===== config.mk =====
export PLATFORM = sky130hd
export DESIGN_NAME = hex_escape_decoder
export DESIGN_NICKNAME = d
export VERILOG_FILES = /design/src/rtl/hexd_pkg.sv /design/src/rtl/hexd_front.sv /design/src/rtl/hexd_queue.sv /design/src/rtl/hexd_back.sv /design/src/rtl/hex_escape_decoder.sv
export VERILOG_INCLUDE_DIRS = /design/src /design/src/rtl
export SDC_FILE = /design/constraint.sdc
export NUM_CORES = 1
export LEC_CHECK = 0
export ABC_AREA = 1
export ABC_CLOCK_PERIOD_IN_PS = 2700
export BUFFER_PORTS_ARGS = -buffer_cell sky130_fd_sc_hd__buf_2
export CORE_MARGIN = 2
export CORE_UTILIZATION = 52
export CTS_CLUSTER_DIAMETER = 100
export CTS_CLUSTER_SIZE = 40
export DETAILED_ROUTE_END_ITERATION = 7
export PLACE_DENSITY = 0.71
export SLEW_MARGIN = 0
export SYNTH_ARGS = -nofsm -noshare
export SYNTH_HDL_FRONTEND = slang
export SYNTH_SLANG_ARGS = --single-unit
export TNS_END_PERCENT = 100

===== constraint.sdc =====
create_clock -name aclk -period 2.7 [get_ports aclk]
set_clock_uncertainty 0.2 [all_clocks]
set_input_delay 0.405 -clock aclk [delete_from_list [all_inputs] [get_ports aclk]]
set_output_delay 0.405 -clock aclk [all_outputs]
set_load 0.01 [all_outputs]

===== src/rtl/hex_escape_decoder_assert.svh =====
// assertion macros used by the decoder top level to check itself
`ifndef HEX_ESCAPE_DECODER_ASSERT_SVH
`define HEX_ESCAPE_DECODER_ASSERT_SVH

// same-cycle implication, checked out of reset
`define HEXD_ASSERT_NOW(label, clk, rstn, ante, cons, msg) \
    label: assert property (@(posedge clk) disable iff (!(rstn)) (ante) |-> (cons)) \
        else $error(msg);

// next-cycle implication, checked out of reset
`define HEXD_ASSERT_NEXT(label, clk, rstn, ante, cons, msg) \
    label: assert property (@(posedge clk) disable iff (!(rstn)) (ante) |=> (cons)) \
        else $error(msg);

`endif


===== src/rtl/hexd_pkg.sv =====
package hexd_pkg;

    localparam logic [7:0] BACKSLASH = 8'h5C;
    localparam logic [7:0] LETTER_X  = 8'h78;
    localparam logic [7:0] RADIX     = 8'd16;

    // parser position within an escape
    typedef enum logic [1:0] {
        PH_TEXT,
        PH_ESC,
        PH_HEX0,
        PH_HEX1
    } phase_t;

    // one result, or a literal 'x' followed by the stored byte
    typedef enum logic {
        ENT_ONE,
        ENT_X_PAIR
    } entry_kind_t;

    typedef struct packed {
        entry_kind_t kind;
        logic [7:0]  ch;
        logic        last;
    } entry_t;

    // queue status seen by front and back
    typedef struct packed {
        logic full;
        logic empty;
    } queue_status_t;

    typedef struct packed {
        logic       ok;
        logic [3:0] val;
    } hex_digit_t;

    function automatic hex_digit_t hex_digit(input logic [7:0] c);
        hex_digit_t d;
        d.ok  = 1'b0;
        d.val = 4'd0;
        if (c >= 8'h30 && c <= 8'h39) begin
            d.ok  = 1'b1;
            d.val = 4'(c - 8'h30);
        end else if (c >= 8'h61 && c <= 8'h66) begin
            d.ok  = 1'b1;
            d.val = 4'(c - 8'h61 + 8'd10);
        end else if (c >= 8'h41 && c <= 8'h46) begin
            d.ok  = 1'b1;
            d.val = 4'(c - 8'h41 + 8'd10);
        end
        return d;
    endfunction

    function automatic logic is_space(input logic [7:0] c);
        return (c == 8'h20) || (c >= 8'd9 && c <= 8'd13);
    endfunction

    // strtol-style base-16 value of two characters, modulo 256
    function automatic logic [7:0] hex_pair_value(input logic [7:0] a, input logic [7:0] b);
        hex_digit_t da;
        hex_digit_t db;
        logic [7:0] bval;
        logic [7:0] res;
        da   = hex_digit(a);
        db   = hex_digit(b);
        bval = db.ok ? {4'd0, db.val} : 8'd0;
        if (is_space(a) || a == 8'h2B) begin
            res = bval;
        end else if (a == 8'h2D) begin
            res = 8'(8'd0 - bval);
        end else if (da.ok) begin
            res = db.ok ? 8'({4'd0, da.val} * RADIX + {4'd0, db.val}) : {4'd0, da.val};
        end else begin
            res = 8'd0;
        end
        return res;
    endfunction

endpackage


===== src/rtl/hexd_front.sv =====
module hexd_front import hexd_pkg::*; (
    input  logic          aclk,
    input  logic          aresetn,
    input  logic          s_tvalid,
    output logic          s_tready,
    input  logic [7:0]    s_tdata,   // [7:0] in_char
    input  logic          s_tlast,
    input  queue_status_t q_status,
    output logic          push,
    output entry_t        push_entry
);

    phase_t     phase_reg, phase_next;
    logic [7:0] first_hex_reg, first_hex_next;
    logic       accept;

    assign s_tready = !q_status.full;
    assign accept   = s_tvalid && s_tready;

    always_ff @(posedge aclk) begin
        if (!aresetn) begin
            phase_reg     <= PH_TEXT;
            first_hex_reg <= 8'd0;
        end else begin
            phase_reg     <= phase_next;
            first_hex_reg <= first_hex_next;
        end
    end

    always_comb begin
        phase_next      = phase_reg;
        first_hex_next  = first_hex_reg;
        push            = 1'b0;
        push_entry.kind = ENT_ONE;
        push_entry.ch   = s_tdata;
        push_entry.last = s_tlast;
        if (accept) begin
            case (phase_reg)
                PH_TEXT: begin
                    if (s_tdata == BACKSLASH && !s_tlast) begin
                        phase_next = PH_ESC;
                    end else begin
                        push = 1'b1;
                    end
                end
                PH_ESC: begin
                    if (s_tdata == LETTER_X && !s_tlast) begin
                        phase_next = PH_HEX0;
                    end else begin
                        push       = 1'b1;
                        phase_next = PH_TEXT;
                    end
                end
                PH_HEX0: begin
                    if (s_tlast) begin
                        push            = 1'b1;
                        push_entry.kind = ENT_X_PAIR;
                        phase_next      = PH_TEXT;
                    end else begin
                        first_hex_next = s_tdata;
                        phase_next     = PH_HEX1;
                    end
                end
                PH_HEX1: begin
                    push          = 1'b1;
                    push_entry.ch = hex_pair_value(first_hex_reg, s_tdata);
                    phase_next    = PH_TEXT;
                end
                default: begin
                    phase_next = PH_TEXT;
                end
            endcase
            if (s_tlast) begin
                phase_next = PH_TEXT;
            end
        end
    end

endmodule


===== src/rtl/hexd_queue.sv =====
module hexd_queue import hexd_pkg::*; (
    input  logic          aclk,
    input  logic          aresetn,
    input  logic          push,
    input  entry_t        push_entry,
    input  logic          pop,
    output entry_t        head_entry,
    output queue_status_t q_status
);

    entry_t     slot_reg [2];
    logic [1:0] count_reg, count_next;
    logic       wr_ptr_reg, rd_ptr_reg;

    assign head_entry     = slot_reg[rd_ptr_reg];
    assign q_status.full  = (count_reg == 2'd2);
    assign q_status.empty = (count_reg == 2'd0);

    always_comb begin
        count_next = count_reg;
        if (push && !pop) begin
            count_next = count_reg + 2'd1;
        end else if (pop && !push) begin
            count_next = count_reg - 2'd1;
        end
    end

    always_ff @(posedge aclk) begin
        if (!aresetn) begin
            count_reg  <= 2'd0;
            wr_ptr_reg <= 1'b0;
            rd_ptr_reg <= 1'b0;
        end else begin
            count_reg <= count_next;
            if (push) begin
                wr_ptr_reg <= !wr_ptr_reg;
            end
            if (pop) begin
                rd_ptr_reg <= !rd_ptr_reg;
            end
        end
    end

    always_ff @(posedge aclk) begin
        if (push) begin
            slot_reg[wr_ptr_reg] <= push_entry;
        end
    end

endmodule


===== src/rtl/hexd_back.sv =====
module hexd_back import hexd_pkg::*; (
    input  logic          aclk,
    input  logic          aresetn,
    input  entry_t        head_entry,
    input  queue_status_t q_status,
    output logic          pop,
    output logic          m_tvalid,
    input  logic          m_tready,
    output logic [7:0]    m_tdata,   // [7:0] out_char
    output logic          m_tlast
);

    logic       m_tvalid_reg, m_tvalid_next;
    logic [7:0] m_tdata_reg, m_tdata_next;
    logic       m_tlast_reg, m_tlast_next;
    logic       x_sent_reg, x_sent_next;
    logic       load;

    assign m_tvalid = m_tvalid_reg;
    assign m_tdata  = m_tdata_reg;
    assign m_tlast  = m_tlast_reg;

    // output register takes a new item from a non-empty queue whenever it is empty or being drained
    assign load = !q_status.empty && (!m_tvalid_reg || m_tready);

    always_comb begin
        m_tvalid_next = m_tvalid_reg && !m_tready;
        m_tdata_next  = m_tdata_reg;
        m_tlast_next  = m_tlast_reg;
        x_sent_next   = x_sent_reg;
        pop           = 1'b0;
        if (load) begin
            m_tvalid_next = 1'b1;
            if (head_entry.kind == ENT_X_PAIR && !x_sent_reg) begin
                m_tdata_next = LETTER_X;
                m_tlast_next = 1'b0;
                x_sent_next  = 1'b1;
            end else begin
                m_tdata_next = head_entry.ch;
                m_tlast_next = head_entry.last;
                x_sent_next  = 1'b0;
                pop          = 1'b1;
            end
        end
    end

    always_ff @(posedge aclk) begin
        if (!aresetn) begin
            m_tvalid_reg <= 1'b0;
            x_sent_reg   <= 1'b0;
        end else begin
            m_tvalid_reg <= m_tvalid_next;
            x_sent_reg   <= x_sent_next;
        end
    end

    always_ff @(posedge aclk) begin
        m_tdata_reg <= m_tdata_next;
        m_tlast_reg <= m_tlast_next;
    end

endmodule


===== src/rtl/hex_escape_decoder.sv =====
// Backslash hex escape decoder: takes an escaped string one byte per item on the
// s_ channel (tlast on its final byte) and gives the unescaped bytes on the m_ channel.
// A backslash, an 'x' and two characters become one byte, the two characters read as
// base-16 text with strtol rules (leading whitespace, one sign, partial digits, 0 with
// no digits, negative values modulo 256). A backslash before any other character gives
// that character; a string that ends after a backslash and an 'x' gives the 'x' and
// any held character literally. The last result of each string carries tlast.
// Rate: one input item per cycle while m_tready is high and the queue is not full; each
// result is written into the queue and from there loaded into the output register. A string
// whose final byte lands right after backslash-x emits two items, both through the
// output register; the two-entry queue between the parser and the output stage holds
// the extra entry, and with m_tready high an item sent right after such an end waits in
// the queue. A long output stall fills the queue and holds s_tready low until it drains.
module hex_escape_decoder import hexd_pkg::*; (
    input  logic       aclk,
    input  logic       aresetn,
    input  logic       s_tvalid,
    output logic       s_tready,
    input  logic [7:0] s_tdata,   // [7:0] in_char
    input  logic       s_tlast,   // in_last
    output logic       m_tvalid,
    input  logic       m_tready,
    output logic [7:0] m_tdata,   // [7:0] out_char
    output logic       m_tlast    // out_last
);

`include "hex_escape_decoder_assert.svh"

    // parser to queue
    logic          q_push;
    entry_t        q_push_entry;
    // queue to output stage
    logic          q_pop;
    entry_t        q_head;
    queue_status_t q_status;

    // front: escape parser, turns the input items into queue entries
    hexd_front u_front (
        .aclk       (aclk),
        .aresetn    (aresetn),
        .s_tvalid   (s_tvalid),
        .s_tready   (s_tready),
        .s_tdata    (s_tdata),
        .s_tlast    (s_tlast),
        .q_status   (q_status),
        .push       (q_push),
        .push_entry (q_push_entry)
    );

    // two-entry queue decoupling parser and output stage
    hexd_queue u_queue (
        .aclk       (aclk),
        .aresetn    (aresetn),
        .push       (q_push),
        .push_entry (q_push_entry),
        .pop        (q_pop),
        .head_entry (q_head),
        .q_status   (q_status)
    );

    // back: expands entries into output items behind an output register
    hexd_back u_back (
        .aclk       (aclk),
        .aresetn    (aresetn),
        .head_entry (q_head),
        .q_status   (q_status),
        .pop        (q_pop),
        .m_tvalid   (m_tvalid),
        .m_tready   (m_tready),
        .m_tdata    (m_tdata),
        .m_tlast    (m_tlast)
    );

    // no write into a full queue
    `HEXD_ASSERT_NOW(a_no_push_full, aclk, aresetn, q_push, !q_status.full, "push into full queue")
    // no read from an empty queue
    `HEXD_ASSERT_NOW(a_no_pop_empty, aclk, aresetn, q_pop, !q_status.empty, "pop from empty queue")
    // one entry held, one more written, none drained: queue fills
    `HEXD_ASSERT_NEXT(a_fill, aclk, aresetn, q_push && !q_pop && !q_status.empty, q_status.full, "queue count lost")

endmodule


## Word-level counts from Yosys, hierarchy flattened

Memories as Yosys holds them, arrays and structs flattened. A register that Yosys moved wholly into a read port is not among the register bits.
Index checks and enable logic that the tools add are counted.

- Output and inout bits: 11
- Memories kept: 1
- Bits of input ports: 13
- Register bits: 25
- ROM bits: 0
- Word-level logic and storage cells: 119
- Latch bits: 0
- RAM bits: 20

Memories:

| memory | depth | width | read ports | clocked after memory_dff | write ports | RTL line | source |
|---|---|---|---|---|---|---|---|
| u_queue.slot_reg | 2 | 10 | 1 | 1 | 1 | hexd_queue.sv:11 | `entry_t slot_reg [2];` |

- Div/mod/pow operators: 0
- $add $sub $neg: 14
- Bitwise gates (word level): 1
- Reductions and logical operators: 33
- Magnitude comparators: 14
- Shift-type cells: 0
- Multipliers: 0
- Equality and inequality tests: 10
- Muxes and demuxes: 37

Operators by type and width:

| cell | number |
|---|---|
| 5-bit 2-to-1 mux | 10 |
| 8-bit 2-to-1 mux | 5 |
| 8-bit by 7-bit greater-or-equal comparator with 1-bit output, second input constant | 4 |
| 8-bit by 7-bit <= comparator with 1-bit output, second input constant | 4 |
| 8-bit by 6-bit == test with 1-bit output, second input constant | 3 |
| 4-bit by 1-bit subtractor with 4-bit output, second input constant | 6 |
| 4-bit adder, second input constant | 4 |
| 8-bit by 7-bit == test with 1-bit output, second input constant | 2 |
| 8-bit by 6-bit greater-or-equal comparator with 1-bit output, second input constant | 2 |
| 8-bit by 6-bit <= comparator with 1-bit output, second input constant | 2 |
| 1-bit logical AND | 15 |
| 1-bit 2-to-1 mux | 13 |
| 1-bit logical NOT | 10 |
| 2-bit 2-to-1 mux | 5 |
| 9-bit 2-to-1 mux | 1 |
| 8-bit by 4-bit adder with 8-bit output | 1 |
| 8-bit by 4-bit greater-or-equal comparator with 1-bit output, second input constant | 1 |
| 8-bit by 4-bit <= comparator with 1-bit output, second input constant | 1 |
| 2-bit one-hot mux with 4 select lines | 1 |
| 1-bit by 8-bit subtractor with 8-bit output, first input constant | 1 |
| 2-bit == test, second input constant | 3 |
| 2-bit logical NOT | 2 |
| 4-bit 2-to-1 mux | 1 |
| 1-bit one-hot mux with 4 select lines | 1 |
| 9 further kinds | 11 |

## Depth between registers and ports, before layout

Gate-level depths: netlist (run 1).

- Word-level depth: 14
- Depth in mapped cells: 16
- Depth with buffers taken out: 16

## By module

From an unflattened synthesis (run 1), not the netlist that was laid out.

- Cells, all modules: 305
- Area, all modules: 2,617.5 µm²

Modules (own cells, without submodules):

| module | instances | cells an instance | area each (µm²) | sequential area each (µm²) |
|---|---|---|---|---|
| hexd_front | 1 | 200 | 1,228.7 | 200.2 |
| hexd_queue | 1 | 66 | 954.7 | 700.7 |
| hexd_back | 1 | 39 | 434.2 | 310.3 |

## Worst setup path before layout (run 1)

OpenSTA, ideal clock, no wires.

- Kind: input to register
- Start point: input port s_tdata[1]
- End point: memory u_queue.slot_reg[0][0] (netlist name), enable pin
- Library setup time: 0.390 ns
- Arrival: 1.694 ns
- Setup slack: 0.416 ns
- Path buffers: 0
- Data required time: 2.110 ns
- Stages: 7
- Path through: inv_1 -> ha_1 -> nand2_1 -> nor2_1 -> nand3_1 -> nand3_1 -> nor3_1

- Cells in the longest elaborated chain, start to end: 7
- Elaborated cells between the ends (all ways): 10
- Classes of those cells: eq/ne: 2; mux: 6; reduce/logical: 2

RTL lines:

| what | RTL line | source |
|---|---|---|
| from (decl) | hex_escape_decoder.sv:19 | `input logic [7:0] s_tdata,` |
| 8-bit by 7-bit == test with 1-bit output (on tied branches) | hexd_front.sv:47, hexd_front.sv:40 |  |
| 1-bit logical AND (on tied branches) | hexd_front.sv:47, hexd_front.sv:40 |  |
| 1-bit 2-to-1 mux (on tied branches) | hexd_front.sv:47, hexd_front.sv:40 |  |
| 1-bit one-hot mux with 4 select lines (*) | hexd_front.sv:38 | `case (phase_reg)` |
| 1-bit 2-to-1 mux (*) | hexd_front.sv:37 | `if (accept) begin` |
| 1-bit 2-to-1 mux (*) | hexd_queue.sv:45 | `if (push) begin` |
| 1-bit 2-to-1 mux (not written as such) (*) | hexd_queue.sv:46 | `slot_reg[wr_ptr_reg] <= push_entry;` |
| to (decl) | hexd_queue.sv:11 |  |

Mark *: on every way between the ends. The rest lies on a longest branch, timed or not.

==> impl_results.md, run 1 <==
- Cell count of the worst hold path: 3
- Number of synthesis warnings: 0
- Wire length per cell after detailed routing: 12.34 um
- Number of flip-flops and latches in the synthesized netlist: 46
- Worst stage delay on the critical path: 0.28 ns
- Run status: complete, no violations
- Portion of the clock cycle consumed by the worst path in the final layout: 85.00%
- Worst vdd ir: 423.5 uV
- Ranking of synthesized cells by area: sky130_fd_sc_hd__edfxtp_1 (33%), sky130_fd_sc_hd__nand2_1 (15%), sky130_fd_sc_hd__dfxtp_1 (13%), sky130_fd_sc_hd__nand3_1 (5.8%), sky130_fd_sc_hd__ha_1 (5.1%)
- Worst rel slew slack: 74.60%
- Class of the tightest hold or removal check: input pin to flip-flop
- Cell row count: 26
- Type of the worst setup path: input pin to flip-flop
- Area of combinational cells with multiple inputs: 0.001259 mm^2
- Cell area reported after detailed placement: 0.002898 mm^2
- HPWL reported at the end of detailed placement: 4.340 mm
- Vias in the first global route: 1931
- Root buffer selected by CTS: sky130_fd_sc_hd__clkbuf_8
- Post-synthesis to final-layout area growth: 12.49%
- Pin count of the biggest net entering global routing: 17
- Clock power share: 22.3%
- Total die area: 0.005731 mm^2
- Filler cell count in the final layout: 452
- Final-report hold violation count: 0
- R2R setup slack: 0.52 ns
- Count of H-tree levels built during CTS: 2
- Max frequency: 435.7 MHz
- Final layout net count: 403
- Overall die height: 75.71 um
- Buffer count from post-CTS setup fixing: 0
- Starting Density: 53.03%
- Transition at the pin with the smallest max-transition slack: 0.3775 ns
- Sink Count: 46
- Maximum number of buffers from clock root to sink: 2
- Clock latency on the worst-skew pair: 0.29 ns
- Pins Over Slew Limit: 0
- Flip-flop and latch area: 0.001211 mm^2
- Flip-flop count of the largest register after layout: 20
- Worst hold path startpoint: s_tdata[7]
- Number of buffer cells added on primary ports: 23
- Arrival time at the worst endpoint: 2.14 ns
- Share of Yosys cell area claimed by the top area cell type: 32.57%
- Sequential cell fraction of total power: 46.1%
- Worst flop-to-flop path startpoint: u_front.first_hex_reg[0]
- Power consumption: 2.257 mW
- Area of the core: 0.005042 mm^2
- Internal power component: 1.496 mW
- Layout cells sized above 1: 18.68%
- Power per cell area: 750.4 mW/mm^2
- Routed via count: 2260
- Unique cell type count in the Yosys netlist: 29
- Gates resized, CTS repair: 0
- Setup Total Neg Slack: 0 ns
- Number of setup violations in the final report: 0
- Family with the most delay on the worst path: simple AND/OR/NAND/NOR gates
- Violation count after the first detailed-routing iteration: 119
- Critical Path Slowest Stage Cell: sky130_fd_sc_hd__ha_1
- Global-route wire length before repair: 9.094 mm
- Sequence of cells on the critical path: buf_2 > inv_2 > ha_1 > nand2_1 > nand3_2 > nand2_4 > inv_2 > nand2_1 > o21ai_1 > nor3_1 > ha_1 > nand2_1 > nand2_1 > nand2_1 > o21ai_1
- Final WL: 5.551 mm
- Final critical path time including I/O delays and setup: 2.295 ns
- Post-cts hold buffer count: 0
- Reg-to-reg critical path endpoint: u_queue.slot_reg[0][4]
- Register area share after synthesis: 45.30%
- Cell type with the largest total area after synthesis: sky130_fd_sc_hd__edfxtp_1
- WHS Endpoint: u_front.first_hex_reg[7]
- Switch Pwr: 0.7610 mW
- Number of cells produced by synthesis: 347
- DR DRC count: 0
- Width of the chip: 75.71 um
- Post-synthesis instance area: 0.002674 mm^2
- Total leakage power: 1.398 nW
- Final design instance area without fill: 0.003008 mm^2
- Sort of element at the start of the critical path: input pin
- All-layer global routing usage: 21.07%
- Unrepaired setup endpoints after global routing: no
- Clock-pin slew on the worst setup and hold paths: 0.09 ns
- Net switching fraction of the power: 33.71%
- Number of placed I/O pins: 24
- Data required time of the worst path: 2.55 ns
- Final cell utilization of the core: 59.65%
- Max-Cap Viols: 0
- Buffers & Inverters on Critical Path: 3
- RD Place Congestion: 0.9962
- Crit end category: flip-flop
- TritonCTS Buffers: 5
- Post-synthesis net count: 371
- Avg Cell Area, Syn: 7.706 um^2
- Number of cells in the finished layout apart from fillers: 450
- Post-route antenna net violation count: 0
- Critical Path Most Common Cell: sky130_fd_sc_hd__nand2_1
- Combinational share of power: 31.6%
- Total gr overflow: 0
- Number of antenna cells inserted: 0
- Vias/cell: 5.022
- Detailed-routing iteration count for the pre-antenna-repair pass: 4
- Highest net fanout along the worst path: 7
- R2R depth: 11
- Placed insts: 442
- Clock tree from TritonCTS: built
- Initial antenna violation count: 0
## through the flow
stage	setup slack, ns	hold WS (ns)
final	0.4050	0.1760
after global placement	0.2629	0.2551
after detailed placement	0.2014	0.2641
after global routing	0.2445	0.1890
after floorplan	0.4160	0.2474
after CTS	0.4433	0.1752
## synthesized netlist by cell type
cell type,count
sky130_fd_sc_hd__dfxtp_1,17
sky130_fd_sc_hd__nand2_4,2
sky130_fd_sc_hd__a21oi_1,16
sky130_fd_sc_hd__nand2_1,104
sky130_fd_sc_hd__nor4_1,2
sky130_fd_sc_hd__buf_4,1
sky130_fd_sc_hd__clkbuf_1,1
sky130_fd_sc_hd__inv_2,15
sky130_fd_sc_hd__nor2_4,2
sky130_fd_sc_hd__nor3_2,1
sky130_fd_sc_hd__buf_2,1
sky130_fd_sc_hd__o21ai_2,1
sky130_fd_sc_hd__ha_1,11
sky130_fd_sc_hd__nand3_2,4
sky130_fd_sc_hd__xor2_1,1
sky130_fd_sc_hd__nor2_1,23
sky130_fd_sc_hd__a21oi_2,2
sky130_fd_sc_hd__inv_1,32
sky130_fd_sc_hd__a31oi_1,3
sky130_fd_sc_hd__nand3b_1,3
sky130_fd_sc_hd__nand3_1,31
sky130_fd_sc_hd__clkinv_1,3
sky130_fd_sc_hd__nor2_2,2
sky130_fd_sc_hd__nand4_1,3
sky130_fd_sc_hd__edfxtp_1,29
sky130_fd_sc_hd__o21ai_1,5
sky130_fd_sc_hd__o21ai_0,20
sky130_fd_sc_hd__nor3_1,5
sky130_fd_sc_hd__nand2_2,7
## cells by family (layout without fill, tap and decap cells)
logic type | after synthesis | count (layout) | share of synthesized area, %
AND/OR/NAND/NOR | 189 | 189 | 32.24
buffers and inverters | 53 | 86 | 7.627
AO/OA/AOI/OAI | 47 | 47 | 9.359
flip-flops | 46 | 46 | 45.30
adder cells (fa/ha/maj) | 11 | 11 | 5.147
XOR/XNOR | 1 | 1 | 0.3276
## routing by layer
layer,wire [um],up-vias,share of wire (%),track usage (%)
met2,2655,59,48,34.69
met5,0,-,0,0
met3,202,4,3.6,3.704
met1,2660,996,48,29.50
met4,32,0,0.58,4.094
li1,-,1201,-,-
## layout by cell type, fill, tap and decap left out, types with 15 or more instances in the layout
cell type                    n
sky130_fd_sc_hd__nand2_1   104
sky130_fd_sc_hd__inv_1      32
sky130_fd_sc_hd__nand3_1    31
sky130_fd_sc_hd__edfxtp_1   29
sky130_fd_sc_hd__nor2_1     23
sky130_fd_sc_hd__buf_2      23
sky130_fd_sc_hd__o21ai_0    20
sky130_fd_sc_hd__dfxtp_1    17
sky130_fd_sc_hd__a21oi_1    16
sky130_fd_sc_hd__inv_2      15
## worst max path at each step
stage               startpoint                      to  depth (start not counted)
global placement    s_tdata[0]  u_queue.slot_reg[0][4]                         15
detailed placement  s_tdata[0]  u_queue.slot_reg[0][4]                         15
CTS                 s_tdata[0]  u_queue.slot_reg[0][4]                         15
finish              s_tdata[0]  u_queue.slot_reg[0][4]                         15
global route        s_tdata[0]  u_queue.slot_reg[0][8]                         14
floorplan           s_tdata[1]  u_queue.slot_reg[0][0]                          7
## power groups by stage
stage	Clock [mW]	Sequential (mW)	Combinational [mW]
6_report	0.503	1.04	0.714
5_1_grt	0.538	1.07	0.836
4_1_cts	0.512	1.04	0.718
3_5_place_dp	0	1.06	0.716
3_3_place_gp	0	1.06	0.698
2_1_floorplan	0	1.09	0.452
## worst reg2reg max path, cell delays in order (launching register included)
cell                       delay [ns]
sky130_fd_sc_hd__dfxtp_1         0.33
sky130_fd_sc_hd__buf_4           0.15
sky130_fd_sc_hd__ha_1            0.24
sky130_fd_sc_hd__nand3b_1        0.23
sky130_fd_sc_hd__nand3_1         0.11
sky130_fd_sc_hd__nand2_1         0.09
sky130_fd_sc_hd__nand2_1         0.19
sky130_fd_sc_hd__nand2_1         0.12
sky130_fd_sc_hd__nand2_1         0.09
sky130_fd_sc_hd__nand2_1         0.06
sky130_fd_sc_hd__nand2_1         0.05
sky130_fd_sc_hd__o21ai_1         0.08
## layout make-up
class	instances	area share, %
multi-input combinational	248	41.85
tap	70	2.912
clock buffer	6	2.413
timing repair buffer	28	5.075
inverter	50	6.240
sequential	46	40.27
clock inverter	2	1.248
Note: power is estimated with default switching activity, not from simulation.
==> run 2: changes to the inputs <==
--- a/config.mk
+++ b/config.mk
@@ -7,7 +7,7 @@
 export NUM_CORES = 1
 export LEC_CHECK = 0
 export ABC_AREA = 1
-export ABC_CLOCK_PERIOD_IN_PS = 2700
+export ABC_CLOCK_PERIOD_IN_PS = 2400
 export BUFFER_PORTS_ARGS = -buffer_cell sky130_fd_sc_hd__buf_2
 export CORE_MARGIN = 2
 export CORE_UTILIZATION = 52
==> constraint.sdc (replaced) <==
create_clock -name aclk -period 2.4 [get_ports aclk]
set_clock_uncertainty 0.2 [all_clocks]
set_input_delay 0.36 -clock aclk [delete_from_list [all_inputs] [get_ports aclk]]
set_output_delay 0.36 -clock aclk [all_outputs]
set_load 0.01 [all_outputs]
==> impl_results.md, run 2 (same netlist as run 1, synthesis figures left out) <==
- Total die area: 0.005731 mm^2
- Crit end category: flip-flop
- Switch Pwr: 0.8584 mW
- Initial antenna violation count: 0
- Final critical path time including I/O delays and setup: 2.177 ns
- Clock tree from TritonCTS: built
- HPWL reported at the end of detailed placement: 4.509 mm
- Routed via count: 2302
- Final WL: 5.626 mm
- Data required time of the worst path: 2.24 ns
- Detailed-routing iteration count for the pre-antenna-repair pass: 4
- Number of setup violations in the final report: 0
- Pins Over Slew Limit: 0
- Final layout net count: 409
- Vias/cell: 5.048
- Clock latency on the worst-skew pair: 0.29 ns
- Worst flop-to-flop path startpoint: u_front.first_hex_reg[0]
- Worst stage delay on the critical path: 0.32 ns
- Overall die height: 75.71 um
- Post-route antenna net violation count: 0
- Power per cell area: 807.8 mW/mm^2
- Internal power component: 1.589 mW
- Layout cells sized above 1: 19.95%
- Area of combinational cells with multiple inputs: 0.001259 mm^2
- Global-route wire length before repair: 9.301 mm
- Sequence of cells on the critical path: buf_4 > ha_1 > nand3b_1 > nand3_1 > nand2_1 > nand2_1 > nand2_1 > nand3_1 > nand2_1 > nand2_1 > nand2_1
- Total leakage power: 1.421 nW
- Top library cells by usage in the layout, fill and taps aside: sky130_fd_sc_hd__nand2_1 (104), sky130_fd_sc_hd__inv_1 (32), sky130_fd_sc_hd__nand3_1 (31)
- Setup Total Neg Slack: 0 ns
- Transition at the pin with the smallest max-transition slack: 0.4341 ns
- Number of antenna cells inserted: 0
- Number of placed I/O pins: 24
- Placed insts: 448
- Class of the tightest hold or removal check: input pin to flip-flop
- Highest net fanout along the worst path: 6
- Max frequency: 459.3 MHz
- Area of the core: 0.005042 mm^2
- Combinational share of power: 33.3%
- Filler cell count in the final layout: 453
- Most common cell after layout, fill and taps aside: sky130_fd_sc_hd__nand2_1
- Wire length per cell after detailed routing: 12.34 um
- Net switching fraction of the power: 35.08%
- Pin count of the biggest net entering global routing: 17
- Post-synthesis to final-layout area growth: 13.29%
- Post-cts hold buffer count: 0
- Max-Cap Viols: 0
- WHS Endpoint: u_front.first_hex_reg[7]
- All-layer global routing usage: 21.77%
- RD Place Congestion: 0.9127
- Width of the chip: 75.71 um
- Clock power share: 18.7%
- Critical Path Most Common Cell: sky130_fd_sc_hd__nand2_1
- Cell row count: 26
- Total gr overflow: 0
- Starting Density: 53.03%
- Worst vdd ir: 532.9 uV
- Reg-to-reg critical path endpoint: u_queue.slot_reg[0][2]
- Worst rel slew slack: 70.75%
- Sink Count: 46
- Gates resized, CTS repair: 0
- Number of buffer cells added on primary ports: 23
- Flip-flop and latch area: 0.001211 mm^2
- Unrepaired setup endpoints after global routing: no
- Vias in the first global route: 2069
- Sequential cell fraction of total power: 48.0%
- Number of cells in the finished layout apart from fillers: 456
- R2R setup slack: 0.22 ns
- DR DRC count: 0
- Maximum number of buffers from clock root to sink: 2
- Sort of element at the start of the critical path: flip-flop
- Type of the worst setup path: flip-flop to flip-flop
- Arrival time at the worst endpoint: 2.02 ns
- Violation count after the first detailed-routing iteration: 175
- Buffer count from post-CTS setup fixing: 0
- Critical Path Slowest Stage Cell: sky130_fd_sc_hd__dfxtp_1
- R2R depth: 11
- Final-report hold violation count: 0
- Clock-pin slew on the worst setup and hold paths: 0.08 ns
- Root buffer selected by CTS: sky130_fd_sc_hd__clkbuf_8
- Cell count of the worst hold path: 3
- Run status: complete, no violations
- Flip-flop count of the largest register after layout: 20
- Count of H-tree levels built during CTS: 2
- Portion of the clock cycle consumed by the worst path in the final layout: 90.71%
- TritonCTS Buffers: 5
- Worst hold path startpoint: s_tdata[7]
-- run 2: changes by cell type in the layout (fill, tap and decap cells not counted), sizes merged --
cell,previous run,this run
bufinv,1,0
clkinvlp,1,0
buf,28,34
clkinv,3,5
-- run 2: how the worst max path moves through the flow --
stage	startpoint	endpoint	cells past startpoint
after floorplan	s_tdata[1]	u_queue.slot_reg[0][0]	7
after global placement	s_tdata[0]	u_queue.slot_reg[1][4]	15
after detailed placement	s_tdata[1]	u_queue.slot_reg[0][3]	17
after CTS	u_front.first_hex_reg[0]	u_queue.slot_reg[1][2]	11
after global routing	u_front.first_hex_reg[0]	u_queue.slot_reg[0][4]	11
final	u_front.first_hex_reg[0]	u_queue.slot_reg[0][2]	11
-- run 2: final cells by class --
type                    instances  share of cell area (%)
flip-flops and latches         46                   39.98
clock buffers                   6                   2.396
repair buffers                 34                   6.526
clock inverters                 2                  0.4544
well taps                      70                   2.891
multi-input cells             248                   41.55
inverters                      50                   6.196
-- run 2: worst max-delay path, delay by kind of cell, from the launching register on --
kind,cells,cell delay (ns)
and+or+nand+nor,9,1.03
adders and majority gates,1,0.24
DFF,1,0.32
buffers and inverters,1,0.15
-- run 2: power by group through the flow --
stage | Combinational, mW | Sequential [mW] | Clock (mW)
2_1_floorplan | 0.508 | 1.22 | 0
3_3_place_gp | 0.799 | 1.19 | 0
3_5_place_dp | 0.820 | 1.19 | 0
4_1_cts | 0.823 | 1.18 | 0.468
5_1_grt | 0.945 | 1.21 | 0.512
6_report | 0.815 | 1.17 | 0.458
-- run 2: routing by layer --
layer	global-route usage (%)	vias to the layer above	share of wire [%]
met5	0	-	0
met1	29.27	1008	45
li1	-	1215	-
met3	3.836	11	5.0
met4	6.823	0	1.6
met2	35.94	68	48
-- run 2: per-stage QoR --
step / hold WS, ns / total power [mW] / util, % / setup WS, ns / cell area, um^2
after global routing: 0.1420 / 2.665 / 60.07 / 0.09404 / 3029
after detailed placement: 0.2674 / 2.013 / 58.36 / 0.02089 / 2943
after global placement: 0.2537 / 1.989 / 58.36 / 0.07351 / 2943
after floorplan: 0.2474 / 1.734 / - / 0.1610 / 2674
final: 0.1439 / 2.447 / 60.07 / 0.2230 / 3029
after CTS: 0.1404 / 2.467 / 60.07 / 0.2358 / 3029
==> run 3: changes to the inputs <==
--- a/config.mk
+++ b/config.mk
@@ -9,13 +9,11 @@
 export ABC_AREA = 1
 export ABC_CLOCK_PERIOD_IN_PS = 2400
 export BUFFER_PORTS_ARGS = -buffer_cell sky130_fd_sc_hd__buf_2
-export CORE_MARGIN = 2
 export CORE_UTILIZATION = 52
 export CTS_CLUSTER_DIAMETER = 100
-export CTS_CLUSTER_SIZE = 40
+export CTS_CLUSTER_SIZE = 14
 export DETAILED_ROUTE_END_ITERATION = 7
 export PLACE_DENSITY = 0.71
-export SLEW_MARGIN = 0
 export SYNTH_ARGS = -nofsm -noshare
 export SYNTH_HDL_FRONTEND = slang
 export SYNTH_SLANG_ARGS = --single-unit
==> impl_results.md, run 3 (same netlist as run 1, synthesis figures left out) <==
- Worst vdd ir: 719.2 uV
- Portion of the clock cycle consumed by the worst path in the final layout: 90.99%
- Buffer count from post-CTS setup fixing: 0
- Vias/cell: 4.956
- Highest net fanout along the worst path: 7
- Starting Density: 55.15%
- Arrival time at the worst endpoint: 2.03 ns
- Crit end category: flip-flop
- Setup Total Neg Slack: 0 ns
- Power per cell area: 802.3 mW/mm^2
- Detailed-routing iteration count for the pre-antenna-repair pass: 4
- Post-cts hold buffer count: 0
- Width of the chip: 73.71 um
- Routed wl met2: 2.702 mm
- RD Place Congestion: 0.9363
- Number of buffer cells added on primary ports: 23
- Final design instance area without fill: 0.003069 mm^2
- Gates resized, CTS repair: 0
- Unrepaired setup endpoints after global routing: no
- HPWL reported at the end of detailed placement: 4.542 mm
- Run status: complete, no violations
- Number of cells in the finished layout apart from fillers: 458
- Data required time of the worst path: 2.24 ns
- Type of the worst setup path: flip-flop to flip-flop
- Met3 WL: 199 um
- Placed insts: 450
- Layout cells sized above 1: 21.23%
- All-layer global routing usage: 23.68%
- Max-Cap Viols: 0
- Top library cells by usage in the layout, fill and taps aside: sky130_fd_sc_hd__nand2_1 (104), sky130_fd_sc_hd__inv_1 (32), sky130_fd_sc_hd__nand3_1 (31)
- Total gr overflow: 0
- Final critical path time including I/O delays and setup: 2.184 ns
- Clock latency on the worst-skew pair: 0.30 ns
- Flip-flop count of the largest register after layout: 20
- TritonCTS Buffers: 5
- Global-route wire length before repair: 9.611 mm
- Post-route antenna net violation count: 0
- Most common cell after layout, fill and taps aside: sky130_fd_sc_hd__nand2_1
- Pins Over Slew Limit: 0
- Sum of routed wire segments on met1: 2.564 mm
- Maximum number of buffers from clock root to sink: 2
- Vias in the first global route: 2068
- Number of setup violations in the final report: 0
- Power consumption: 2.462 mW
- Total leakage power: 1.441 nW
- Post-synthesis to final-layout area growth: 14.79%
- Post-route setup slack: 0.2162 ns
- DR DRC count: 0
- Area of the core: 0.004848 mm^2
- Initial antenna violation count: 0
- Overall die height: 73.71 um
- Root buffer selected by CTS: sky130_fd_sc_hd__clkbuf_8
- Final WL: 5.560 mm
- Worst rel slew slack: 71.01%
- Cell area reported after detailed placement: 0.002977 mm^2
- Pin count of the biggest net entering global routing: 17
- Clock tree from TritonCTS: built
- Clock-pin slew on the worst setup and hold paths: 0.09 ns
- Smallest hold slack: 0.1430 ns
- Top sig layer: met4
- Cell row count: 25
- Class of the tightest hold or removal check: input pin to flip-flop
- Wire length per cell after detailed routing: 12.14 um
- Max frequency: 457.9 MHz
- Number of placed I/O pins: 24
- Sort of element at the start of the critical path: flip-flop
- Final layout net count: 414
- Setup WS pre-CTS: -0.003215 ns
- Total die area: 0.005432 mm^2
- Violation count after the first detailed-routing iteration: 127
- Final cell utilization of the core: 63.30%
- Number of antenna cells inserted: 0
- Final-report hold violation count: 0
- Count of H-tree levels built during CTS: 2
- Sink Count: 46
- Transition at the pin with the smallest max-transition slack: 0.4302 ns
- Routed via count: 2270
[run 3: cell count changes in the layout (fill, tap and decap cells not counted), sizes merged]
cell / change
clkinv: -2
clkbuf: -1
inv: +1
clkinvlp: +2
buf: +5
[run 3: routing by layer]
metal / up-vias / track usage, %
li1: 1228 / -
met1: 986 / 30.82
met2: 49 / 39.45
met3: 7 / 2.881
met4: 0 / 10.47
met5: - / 0
[run 3: power breakdown]
group / total [mW] / switching (mW) / leakage [nW] / internal, mW
logic: 0.820 / 0.526 / 0.989 / 0.294
clock network: 0.474 / 0.266 / 0.0408 / 0.208
registers: 1.17 / 0.0740 / 0.412 / 1.09
[run 3: worst max-delay path, stage by stage, from the launching register on]
cell,delay [ns]
sky130_fd_sc_hd__dfxtp_1,0.38
sky130_fd_sc_hd__inv_1,0.11
sky130_fd_sc_hd__ha_1,0.26
sky130_fd_sc_hd__o21ai_2,0.15
sky130_fd_sc_hd__nand2_1,0.10
sky130_fd_sc_hd__nand2_2,0.15
sky130_fd_sc_hd__nand2_2,0.11
sky130_fd_sc_hd__nand3_1,0.11
sky130_fd_sc_hd__o21ai_0,0.09
sky130_fd_sc_hd__nand3_1,0.15
sky130_fd_sc_hd__o21ai_0,0.12
[run 3: worst paths after layout]
| check | cells past startpoint | slack [ns] | endpoint | start |
|---|---|---|---|---|
| setup reg to reg | 10 | 0.22 | u_queue.slot_reg[1][5] | u_front.first_hex_reg[0] |
| hold reg to reg | 2 | 0.28 | flip-flop | u_queue.rd_ptr_reg |
| setup / recovery | 10 | 0.22 | u_queue.slot_reg[1][5] | u_front.first_hex_reg[0] |
| hold / removal | 4 | 0.14 | u_back.m_tvalid | m_tready |
[run 3: layout make-up]
class,count,area (um^2)
Fill cell,430,1779
Multi-Input combinational cell,248,1259
Sequential cell,46,1211
Timing Repair Buffer,39,235.2
Inverter,50,187.7
Tap cell,67,83.83
Clock buffer,5,68.82
Clock inverter,3,23.77
